## src/hw/rtl/dec_pkg.sv

```systemverilog
// shared constants, types and helpers for the difference equation controller
package dec_pkg;

  // data and coefficient formats
  localparam int DATA_W      = 16;
  localparam int COEF_W      = 16;
  localparam int FRAC_BITS   = 14;
  localparam int PROD_W      = DATA_W + COEF_W;
  localparam int ACC_W       = PROD_W + 4;
  localparam int Q_W         = ACC_W - FRAC_BITS;

  // history windows: command cells first, then measurement cells
  localparam int HIST_DEPTH  = 4;
  localparam int RING_LEN    = 2 * HIST_DEPTH;
  localparam int STEP_W      = $clog2(RING_LEN);
  localparam int HIST_IDX_W  = $clog2(HIST_DEPTH);
  localparam int CFG_IDX_W   = 8;

  // tap counts, clipped to the window depth
  localparam int FWD_TAPS    = 4;
  localparam int FB_TAPS     = 4;
  localparam int FWD_USED    = (FWD_TAPS < 1) ? 1 :
                               ((FWD_TAPS > HIST_DEPTH) ? HIST_DEPTH : FWD_TAPS);
  localparam int FB_USED     = (FB_TAPS < 1) ? 1 :
                               ((FB_TAPS > HIST_DEPTH) ? HIST_DEPTH : FB_TAPS);

  // sequencer states
  typedef enum logic [1:0] {
    ST_IDLE,
    ST_MAC,
    ST_ACC,
    ST_OUT
  } state_t;

  // per-cell control
  typedef struct packed {
    logic shift;
    logic rotate;
    logic coef_we;
  } cell_ctl_t;

  // multiply-accumulate control
  typedef struct packed {
    logic clear;
    logic en;
    logic sub;
  } mac_ctl_t;

  // true when the ring position at the head during this step carries a live tap
  function automatic logic term_used(input logic [STEP_W-1:0] step);
    logic                  is_fb;
    logic [HIST_IDX_W-1:0] tap;
    logic                  used;
    is_fb = step[STEP_W-1];
    tap   = step[HIST_IDX_W-1:0];
    if (is_fb) begin
      used = ({1'b0, tap} < (HIST_IDX_W + 1)'(FB_USED));
    end else begin
      used = ({1'b0, tap} < (HIST_IDX_W + 1)'(FWD_USED));
    end
    return used;
  endfunction

endpackage

```

## src/hw/rtl/dec_cell.sv

```systemverilog
// one history cell: a sample and its coefficient, shifted or rotated along the ring
module dec_cell (
  input  logic                              clk,
  input  logic                              rst_n,
  input  dec_pkg::cell_ctl_t                ctl,
  input  logic signed [dec_pkg::DATA_W-1:0] shift_val,
  input  logic signed [dec_pkg::DATA_W-1:0] rot_val,
  input  logic signed [dec_pkg::COEF_W-1:0] rot_coef,
  input  logic        [dec_pkg::COEF_W-1:0] cfg_data,
  output logic signed [dec_pkg::DATA_W-1:0] val,
  output logic signed [dec_pkg::COEF_W-1:0] coef
);

  logic signed [dec_pkg::DATA_W-1:0] val_r, val_nxt;
  logic signed [dec_pkg::COEF_W-1:0] coef_r, coef_nxt;

  // sample: push from the younger neighbor, or rotate toward the head
  always_comb begin
    priority if (ctl.shift) begin
      val_nxt = shift_val;
    end else if (ctl.rotate) begin
      val_nxt = rot_val;
    end else begin
      val_nxt = val_r;
    end
  end

  // coefficient: register write, or rotate together with the sample
  always_comb begin
    priority if (ctl.coef_we) begin
      coef_nxt = signed'(cfg_data);
    end else if (ctl.rotate) begin
      coef_nxt = rot_coef;
    end else begin
      coef_nxt = coef_r;
    end
  end

  always_ff @(posedge clk) begin
    if (!rst_n) begin
      val_r  <= '0;
      coef_r <= '0;
    end else begin
      val_r  <= val_nxt;
      coef_r <= coef_nxt;
    end
  end

  assign val  = val_r;
  assign coef = coef_r;

endmodule

```

## src/hw/rtl/dec_mac.sv

```systemverilog
// shared multiply-accumulate unit with the final shift and saturation
module dec_mac (
  input  logic                              clk,
  input  logic                              rst_n,
  input  dec_pkg::mac_ctl_t                 ctl,
  input  logic signed [dec_pkg::DATA_W-1:0] sample,
  input  logic signed [dec_pkg::COEF_W-1:0] coef,
  output logic signed [dec_pkg::DATA_W-1:0] drive_value,
  output logic                              saturated
);

  logic signed [dec_pkg::PROD_W-1:0] prod_r, prod_nxt;
  logic                              prod_en_r, prod_en_nxt;
  logic                              prod_sub_r, prod_sub_nxt;
  logic signed [dec_pkg::ACC_W-1:0]  acc_r, acc_nxt;
  logic signed [dec_pkg::ACC_W-1:0]  prod_ext;
  logic signed [dec_pkg::Q_W-1:0]    q;
  logic                              hi_ok;

  // product stage
  always_comb begin
    prod_nxt     = dec_pkg::PROD_W'(sample) * dec_pkg::PROD_W'(coef);
    prod_en_nxt  = ctl.en;
    prod_sub_nxt = ctl.sub;
  end

  // accumulate stage
  always_comb begin
    prod_ext = {{(dec_pkg::ACC_W - dec_pkg::PROD_W){prod_r[dec_pkg::PROD_W-1]}}, prod_r};
    priority if (ctl.clear) begin
      acc_nxt = '0;
    end else if (prod_en_r && prod_sub_r) begin
      acc_nxt = acc_r - prod_ext;
    end else if (prod_en_r) begin
      acc_nxt = acc_r + prod_ext;
    end else begin
      acc_nxt = acc_r;
    end
  end

  always_ff @(posedge clk) begin
    prod_r     <= prod_nxt;
    prod_sub_r <= prod_sub_nxt;
    if (!rst_n) begin
      prod_en_r <= 1'b0;
      acc_r     <= '0;
    end else begin
      prod_en_r <= prod_en_nxt;
      acc_r     <= acc_nxt;
    end
  end

  // floor shift, then clip to 16 bits
  always_comb begin
    q     = acc_r[dec_pkg::ACC_W-1:dec_pkg::FRAC_BITS];
    hi_ok = (q[dec_pkg::Q_W-1:dec_pkg::DATA_W-1] == '0) ||
            (q[dec_pkg::Q_W-1:dec_pkg::DATA_W-1] == '1);
    saturated = !hi_ok;
    if (hi_ok) begin
      drive_value = q[dec_pkg::DATA_W-1:0];
    end else if (q[dec_pkg::Q_W-1]) begin
      drive_value = {1'b1, {(dec_pkg::DATA_W-1){1'b0}}};
    end else begin
      drive_value = {1'b0, {(dec_pkg::DATA_W-1){1'b1}}};
    end
  end

endmodule

```

## src/hw/rtl/difference_equation_controller.sv

```systemverilog
// top level: ring of history cells, sequencer and output register
// Each accepted word first pushes the new command and/or measurement into
// their four-deep history windows (newest first), then the ring of eight
// cells rotates once around, bringing one sample and its Q2.14 coefficient
// per cycle to a single multiply-accumulate unit; measurement terms are
// subtracted. The sum is floor-shifted by 14 and clipped to signed 16 bits,
// with out_saturated flagging a clip. From acceptance to the next
// acceptance a word passes the accept step, eight MAC steps (one per ring
// cell), a step to drain the product register and one to load the output
// register, which waits while an unread result is held. A finished result
// waits there while the next word is taken in. Coefficients are written at
// cfg_index 0..7 (forward taps 0..3, then feedback taps 0..3); the user must
// do so only while idle (not enforced by the block); other indexes are ignored.
module difference_equation_controller (
  input  logic                                 clk,
  input  logic                                 rst_n,
  // input channel
  input  logic                                 in_valid,
  output logic                                 in_ready,
  input  logic                                 in_push_cmd,
  input  logic signed [dec_pkg::DATA_W-1:0]    in_new_cmd,
  input  logic                                 in_push_meas,
  input  logic signed [dec_pkg::DATA_W-1:0]    in_new_meas,
  // result channel
  output logic                                 out_valid,
  input  logic                                 out_ready,
  output logic signed [dec_pkg::DATA_W-1:0]    out_drive_value,
  output logic                                 out_saturated,
  // configuration
  input  logic                                 cfg_we,
  input  logic        [dec_pkg::CFG_IDX_W-1:0] cfg_index,
  input  logic        [dec_pkg::COEF_W-1:0]    cfg_data
);

  dec_pkg::state_t                   state_r, state_nxt;
  logic [dec_pkg::STEP_W-1:0]        step_r, step_nxt;
  logic                              out_valid_r, out_valid_nxt;
  logic signed [dec_pkg::DATA_W-1:0] drive_r, drive_nxt;
  logic                              sat_r, sat_nxt;

  logic                              accept;
  logic                              out_load;
  logic                              shift_cmd;
  logic                              shift_meas;
  logic                              rotate;
  dec_pkg::mac_ctl_t                 mac_ctl;
  dec_pkg::cell_ctl_t                cell_ctl [dec_pkg::RING_LEN];
  logic signed [dec_pkg::DATA_W-1:0] cell_val  [dec_pkg::RING_LEN];
  logic signed [dec_pkg::COEF_W-1:0] cell_coef [dec_pkg::RING_LEN];
  logic signed [dec_pkg::DATA_W-1:0] mac_drive;
  logic                              mac_sat;

  assign accept = in_valid && in_ready;

  // next state
  always_comb begin
    state_nxt = state_r;
    step_nxt  = step_r;
    unique case (state_r)
      dec_pkg::ST_IDLE: begin
        step_nxt = '0;
        if (accept) begin
          state_nxt = dec_pkg::ST_MAC;
        end
      end
      dec_pkg::ST_MAC: begin
        step_nxt = step_r + 1'b1;
        if (step_r == dec_pkg::STEP_W'(dec_pkg::RING_LEN - 1)) begin
          state_nxt = dec_pkg::ST_ACC;
        end
      end
      dec_pkg::ST_ACC: begin
        state_nxt = dec_pkg::ST_OUT;
      end
      dec_pkg::ST_OUT: begin
        if (!out_valid_r || out_ready) begin
          state_nxt = dec_pkg::ST_IDLE;
        end
      end
      default: begin
        state_nxt = dec_pkg::ST_IDLE;
      end
    endcase
  end

  // sequencer outputs
  always_comb begin
    in_ready    = 1'b0;
    shift_cmd   = 1'b0;
    shift_meas  = 1'b0;
    rotate      = 1'b0;
    out_load    = 1'b0;
    mac_ctl     = '0;
    unique case (state_r)
      dec_pkg::ST_IDLE: begin
        in_ready      = 1'b1;
        shift_cmd     = in_valid && in_push_cmd;
        shift_meas    = in_valid && in_push_meas;
        mac_ctl.clear = in_valid;
      end
      dec_pkg::ST_MAC: begin
        rotate      = 1'b1;
        mac_ctl.en  = dec_pkg::term_used(step_r);
        mac_ctl.sub = step_r[dec_pkg::STEP_W-1];
      end
      dec_pkg::ST_ACC: begin
      end
      dec_pkg::ST_OUT: begin
        out_load = !out_valid_r || out_ready;
      end
      default: begin
      end
    endcase
  end

  // per-cell control: push per window, rotate all, coefficient write by index
  always_comb begin
    for (int i = 0; i < dec_pkg::RING_LEN; i++) begin
      cell_ctl[i].shift   = (i < dec_pkg::HIST_DEPTH) ? shift_cmd : shift_meas;
      cell_ctl[i].rotate  = rotate;
      cell_ctl[i].coef_we = cfg_we && (cfg_index == dec_pkg::CFG_IDX_W'(i));
    end
  end

  // ring of cells: pushes move away from the window head, rotation moves toward cell 0
  for (genvar g = 0; g < dec_pkg::RING_LEN; g++) begin : g_cell
    logic signed [dec_pkg::DATA_W-1:0] shift_src;
    if (g == 0) begin : g_cmd_head
      assign shift_src = in_new_cmd;
    end else if (g == dec_pkg::HIST_DEPTH) begin : g_meas_head
      assign shift_src = in_new_meas;
    end else begin : g_body
      assign shift_src = cell_val[g-1];
    end

    dec_cell u_cell (
      .clk       (clk),
      .rst_n     (rst_n),
      .ctl       (cell_ctl[g]),
      .shift_val (shift_src),
      .rot_val   (cell_val[(g + 1) % dec_pkg::RING_LEN]),
      .rot_coef  (cell_coef[(g + 1) % dec_pkg::RING_LEN]),
      .cfg_data  (cfg_data),
      .val       (cell_val[g]),
      .coef      (cell_coef[g])
    );
  end

  dec_mac u_mac (
    .clk         (clk),
    .rst_n       (rst_n),
    .ctl         (mac_ctl),
    .sample      (cell_val[0]),
    .coef        (cell_coef[0]),
    .drive_value (mac_drive),
    .saturated   (mac_sat)
  );

  // output register
  always_comb begin
    drive_nxt     = out_load ? mac_drive : drive_r;
    sat_nxt       = out_load ? mac_sat : sat_r;
    out_valid_nxt = out_load ? 1'b1 : (out_ready ? 1'b0 : out_valid_r);
  end

  always_ff @(posedge clk) begin
    drive_r <= drive_nxt;
    sat_r   <= sat_nxt;
    if (!rst_n) begin
      state_r     <= dec_pkg::ST_IDLE;
      step_r      <= '0;
      out_valid_r <= 1'b0;
    end else begin
      state_r     <= state_nxt;
      step_r      <= step_nxt;
      out_valid_r <= out_valid_nxt;
    end
  end

  assign out_valid       = out_valid_r;
  assign out_drive_value = drive_r;
  assign out_saturated   = sat_r;

  // an accepted word starts the ring sweep at step zero
  a_accept_starts: assert property (@(posedge clk) disable iff (!rst_n)
    accept |=> (state_r == dec_pkg::ST_MAC) && (step_r == '0))
    else $error("accepted word did not start the MAC sweep");

  // the sweep lasts exactly one full turn of the ring
  a_sweep_len: assert property (@(posedge clk) disable iff (!rst_n)
    (state_r == dec_pkg::ST_MAC) && (step_r == dec_pkg::STEP_W'(dec_pkg::RING_LEN - 1))
    |=> (state_r == dec_pkg::ST_ACC))
    else $error("MAC sweep did not end after one ring turn");

  // no word is accepted while a sweep is in progress
  a_no_accept_busy: assert property (@(posedge clk) disable iff (!rst_n)
    (state_r == dec_pkg::ST_MAC) || (state_r == dec_pkg::ST_ACC) |-> !accept)
    else $error("word accepted during a sweep");

  // a clipped result sits at one of the range limits
  a_sat_limit: assert property (@(posedge clk) disable iff (!rst_n)
    out_valid_r && sat_r |->
      (drive_r == 16'sh7fff) || (drive_r == -16'sh8000))
    else $error("saturated flag without a limit value");

endmodule
```

## config.mk

```make
export PLATFORM = sky130hd
export DESIGN_NAME = difference_equation_controller
export DESIGN_NICKNAME = d
export VERILOG_FILES = /design/src/hw/rtl/dec_pkg.sv /design/src/hw/rtl/dec_cell.sv /design/src/hw/rtl/dec_mac.sv /design/src/hw/rtl/difference_equation_controller.sv
export SDC_FILE = /design/constraint.sdc
export NUM_CORES = 2
export LEC_CHECK = 0
export ABC_AREA = 1
export BUFFER_PORTS_ARGS = -buffer_cell sky130_fd_sc_hd__buf_2
export CAP_MARGIN = 5
export CORE_MARGIN = 2
export CORE_UTILIZATION = 55
export DETAILED_ROUTE_END_ITERATION = 10
export GPL_ROUTABILITY_DRIVEN = 1
export PLACE_DENSITY_LB_ADDON = 0.1
export SYNTH_ARGS = -nofsm -noshare
export SYNTH_HDL_FRONTEND = slang
export SYNTH_SLANG_ARGS = --single-unit
```

## constraint.sdc

```tcl
create_clock -name clk -period 6.7 [get_ports clk]
set_clock_uncertainty 0.05 [all_clocks]
set_input_delay 1.34 -clock clk [delete_from_list [all_inputs] [get_ports clk]]
set_output_delay 1.34 -clock clk [all_outputs]
set_load 0.05 [all_outputs]
```

==> run metrics <==
Final Hold Viols=0; Critical Path Start=g_cell[0].u_cell.val[15]; FF-to-FF path depth=19; vias in the first global route=23800; die area=52800 µm²; setup bufs post-CTS=0; CTS H-tree depth=2; DPL Wire Length=57800 µm; most common cell after layout, fill and taps aside=nand2_1; Yosys warnings=0; Synth Instances=3796; post-route ant nets=0; RSZ-0062 raised after global routing=false; Seq cells post-synth=roughly 350; Synth top area share=0.237; Reg power frac=0.309; total clock sinks=349; syn_nets=4246; IO Count=~80; Worst Tran Pin Value=1.24 ns; Logic pwr share=0.436; Critical Path AT=6.44 ns; Net Sw Frac=0.449; final hold slack=0.411 ns; Clk network pwr share=0.254; CP required=7.11 ns; Setup Crit Path Kind=flip-flop to flip-flop; Worst Path Max Fanout=15; Int Pwr=approximately 4.7 mW; Primary FF master, synth=dfxtp_1; Final setup viols=0; Die H=230 µm; number of synthesized flops with an enable pin=17; CTS resizes=0; R2R Setup Slk=0.67 ns; Max clock buf depth=3; TritonCTS Buffers=40; CTS root buffer=clkbuf_16; Worst Setup End Kind=flip-flop; DP Worst Slack=0.675 ns; Synth area leader=dfxtp_1; worst r2r dst=u_mac.prod_r[31]; HP Class=flip-flop to flip-flop; Rel. slew slack=0.173; area growth from synthesis to layout=7.71%; startpoint class of the critical path=flip-flop; switching power=3.86 mW; Vias=24100; ys async rst share=0; overall routed net length=77300 µm; Total Nets Final=between 4000 and 5000; first-pass GRT wire length=126000 µm; Finished Core Util=0.601; most frequent cells in the layout=974 x nand2_1, 660 x inv_1, 332 x dfxtp_1; final period utilization=0.900; register area share after synthesis=0.255; core area=just over 50000 µm²; Worst Slack Setup Final=0.670 ns; final number of max-transition violations=0; Post-Synthesis Cell Area=28000 µm²; initial antenna violation count=4; I/O Buffers=just over 80; Routed wire per std cell=17.3 µm; Max Fclk=166 MHz; Pleak=between 15 and 20 nW; DR vias/cell=approximately 5.4; initial core utilization=0.558; Clock Latency Late Sink=0.59 ns; max-cap violations=0; top post-synthesis cells by area=dfxtp_1 24%, fa_1 19%, nand2_1 13%, inv_1 8.8%, ha_1 5.5%; Avg Cell Area, Syn=about 7.4 µm²; TritonRoute pass-1 iters=7; Power Density=roughly 280 nW/µm²; Total GRT Usage=0.296; RR Startpoint=g_cell[0].u_cell.val[15]; Unique masters post-synth=56; ANT cells=0; CTS clk-pin slew, worst paths=0.07 ns; CP endpoint=u_mac.prod_r[31]; row count=82; largest net degree at the start of global routing=107; worst min-delay path startpoint=g_cell[7].u_cell.val[5]; GP Congestion=0.938; run status=completed; global route overflow=0; die width=230 µm; layout cells sized above 1=0.0783; worst vdd ir=between 500 and 600 µV; first-iteration detailed-routing DRC count=1796; DRC Markers=0; shortest period the worst path allows=6.03 ns; Post-Route Setup TNS=0 ns; Post-CTS Hold Fix Bufs=0; CTS tree=built
==> per-layer routing <==
layer | vias up | global-route usage | part of all wire
met3 | 115 | 0.0425 | 0.056
met1 | 11500 | 0.417 | 0.46
li1 | 11800 | - | -
met4 | 8 | 0.0798 | 0.026
met5 | - | 0 | 0.00071
met2 | 671 | 0.478 | 0.45
==> cells in the mapped netlist, types with 4 or more instances <==
cell type / instances
a31oi_1: 9
ha_1: 124
o21bai_1: 18
nor2_1: 317
buf_6: 5
a21o_1: 11
inv_1: 661
buf_1: 23
nand2_2: 16
nand3_2: 4
a21oi_1: 201
inv_2: 8
nor2_2: 9
fa_1: 263
xnor2_1: 23
edfxtp_1: 17
nand4_1: 15
clkbuf_1: 156
xor2_1: 59
a21oi_2: 12
o21ai_0: 200
o21ai_1: 24
mux2_2: 15
nand2_1: 974
nor3_1: 21
dfxtp_1: 332
nor4_1: 4
o21ai_2: 4
nand3_1: 55
buf_2: 28
a211oi_1: 5
nor2_4: 4
a311oi_1: 142
==> power by group through the flow <==
| stage | registers, mW | clock network (mW) | logic (mW) |
|---|---|---|---|
| after floorplan | 2.61 | 0 | 2.78 |
| after global placement | 2.69 | 0 | 3.66 |
| after detailed placement | 2.70 | 0 | 3.69 |
| after CTS | 2.66 | 2.23 | 3.71 |
| after global routing | 2.70 | 2.32 | 4.19 |
| final | 2.66 | 2.19 | 3.75 |
==> critical path, cell delays in order, from the launching register on <==
cell and delay (ns):
dfxtp_1 0.69, nand2_1 0.20, inv_1 0.15, fa_1 0.54, fa_1 0.83, inv_1 0.16, fa_1 0.52, fa_1 0.57
fa_1 0.44, fa_1 0.49, inv_1 0.04, ha_1 0.36, nand2_1 0.12, nor2_1 0.13, inv_1 0.07, nor2_1 0.14
inv_1 0.05, o221ai_1 0.16, nor2_1 0.07, xor2_1 0.14
==> state kept, by name, summed over array words and instances, names as in the netlist <==
register,cells
step_r,3
g_cell.u_cell.val,128
out_saturated,1
state_r,2
u_mac.acc_r,36
u_mac.prod_en_r,1
out_drive_value,16
u_mac.prod_sub_r,1
g_cell.u_cell.coef,128
u_mac.prod_r,32
out_valid,1
==> per-stage QoR <==
| step | power (mW) | area (µm²) | instances |
|---|---|---|---|
| after global routing | 9.20 | 30200 | 4464 |
| after CTS | 8.60 | 30200 | 4464 |
| final | 8.60 | 30200 | 4464 |
| after global placement | 6.35 | 28900 | 4394 |
| after floorplan | 5.39 | 28000 | 3796 |
| after detailed placement | 6.39 | 28900 | 4394 |
==> cell type report <==
type / count / area [µm²]
clock buffer: 57 / 1150
fill: 4718 / 20100
timing repair buffer: 140 / 848
clock inverter: 13 / 146
inverter: 669 / 2520
tap: 672 / 841
sequential: 349 / 7160
multi-input combinational: 2564 / 17500
==> logic make-up after synthesis <==
group / after synthesis / synth area share
AO/OA/AOI/OAI: 648 / 0.144
XOR/XNOR: 82 / 0.0256
adder cells (fa/ha/maj): 387 / 0.243
buffers and inverters: 883 / 0.121
flip-flops: 349 / 0.255
multiplexers: 15 / 0.00602
AND/OR/NAND/NOR: 1432 / 0.205
==> worst min-delay path by stage <==
stage                                to  slack (ns)  cells past startpoint
2_1_floorplan          u_mac.prod_sub_r        0.37                      2
3_3_place_gp   g_cell[7].u_cell.val[12]        0.40                      2
3_5_place_dp    g_cell[7].u_cell.val[1]        0.41                      2
4_1_cts         g_cell[7].u_cell.val[1]        0.41                      2
5_1_grt         g_cell[7].u_cell.val[1]        0.43                      2
6_report        g_cell[7].u_cell.val[5]        0.41                      2
Note: power is estimated with default switching activity, not from simulation.
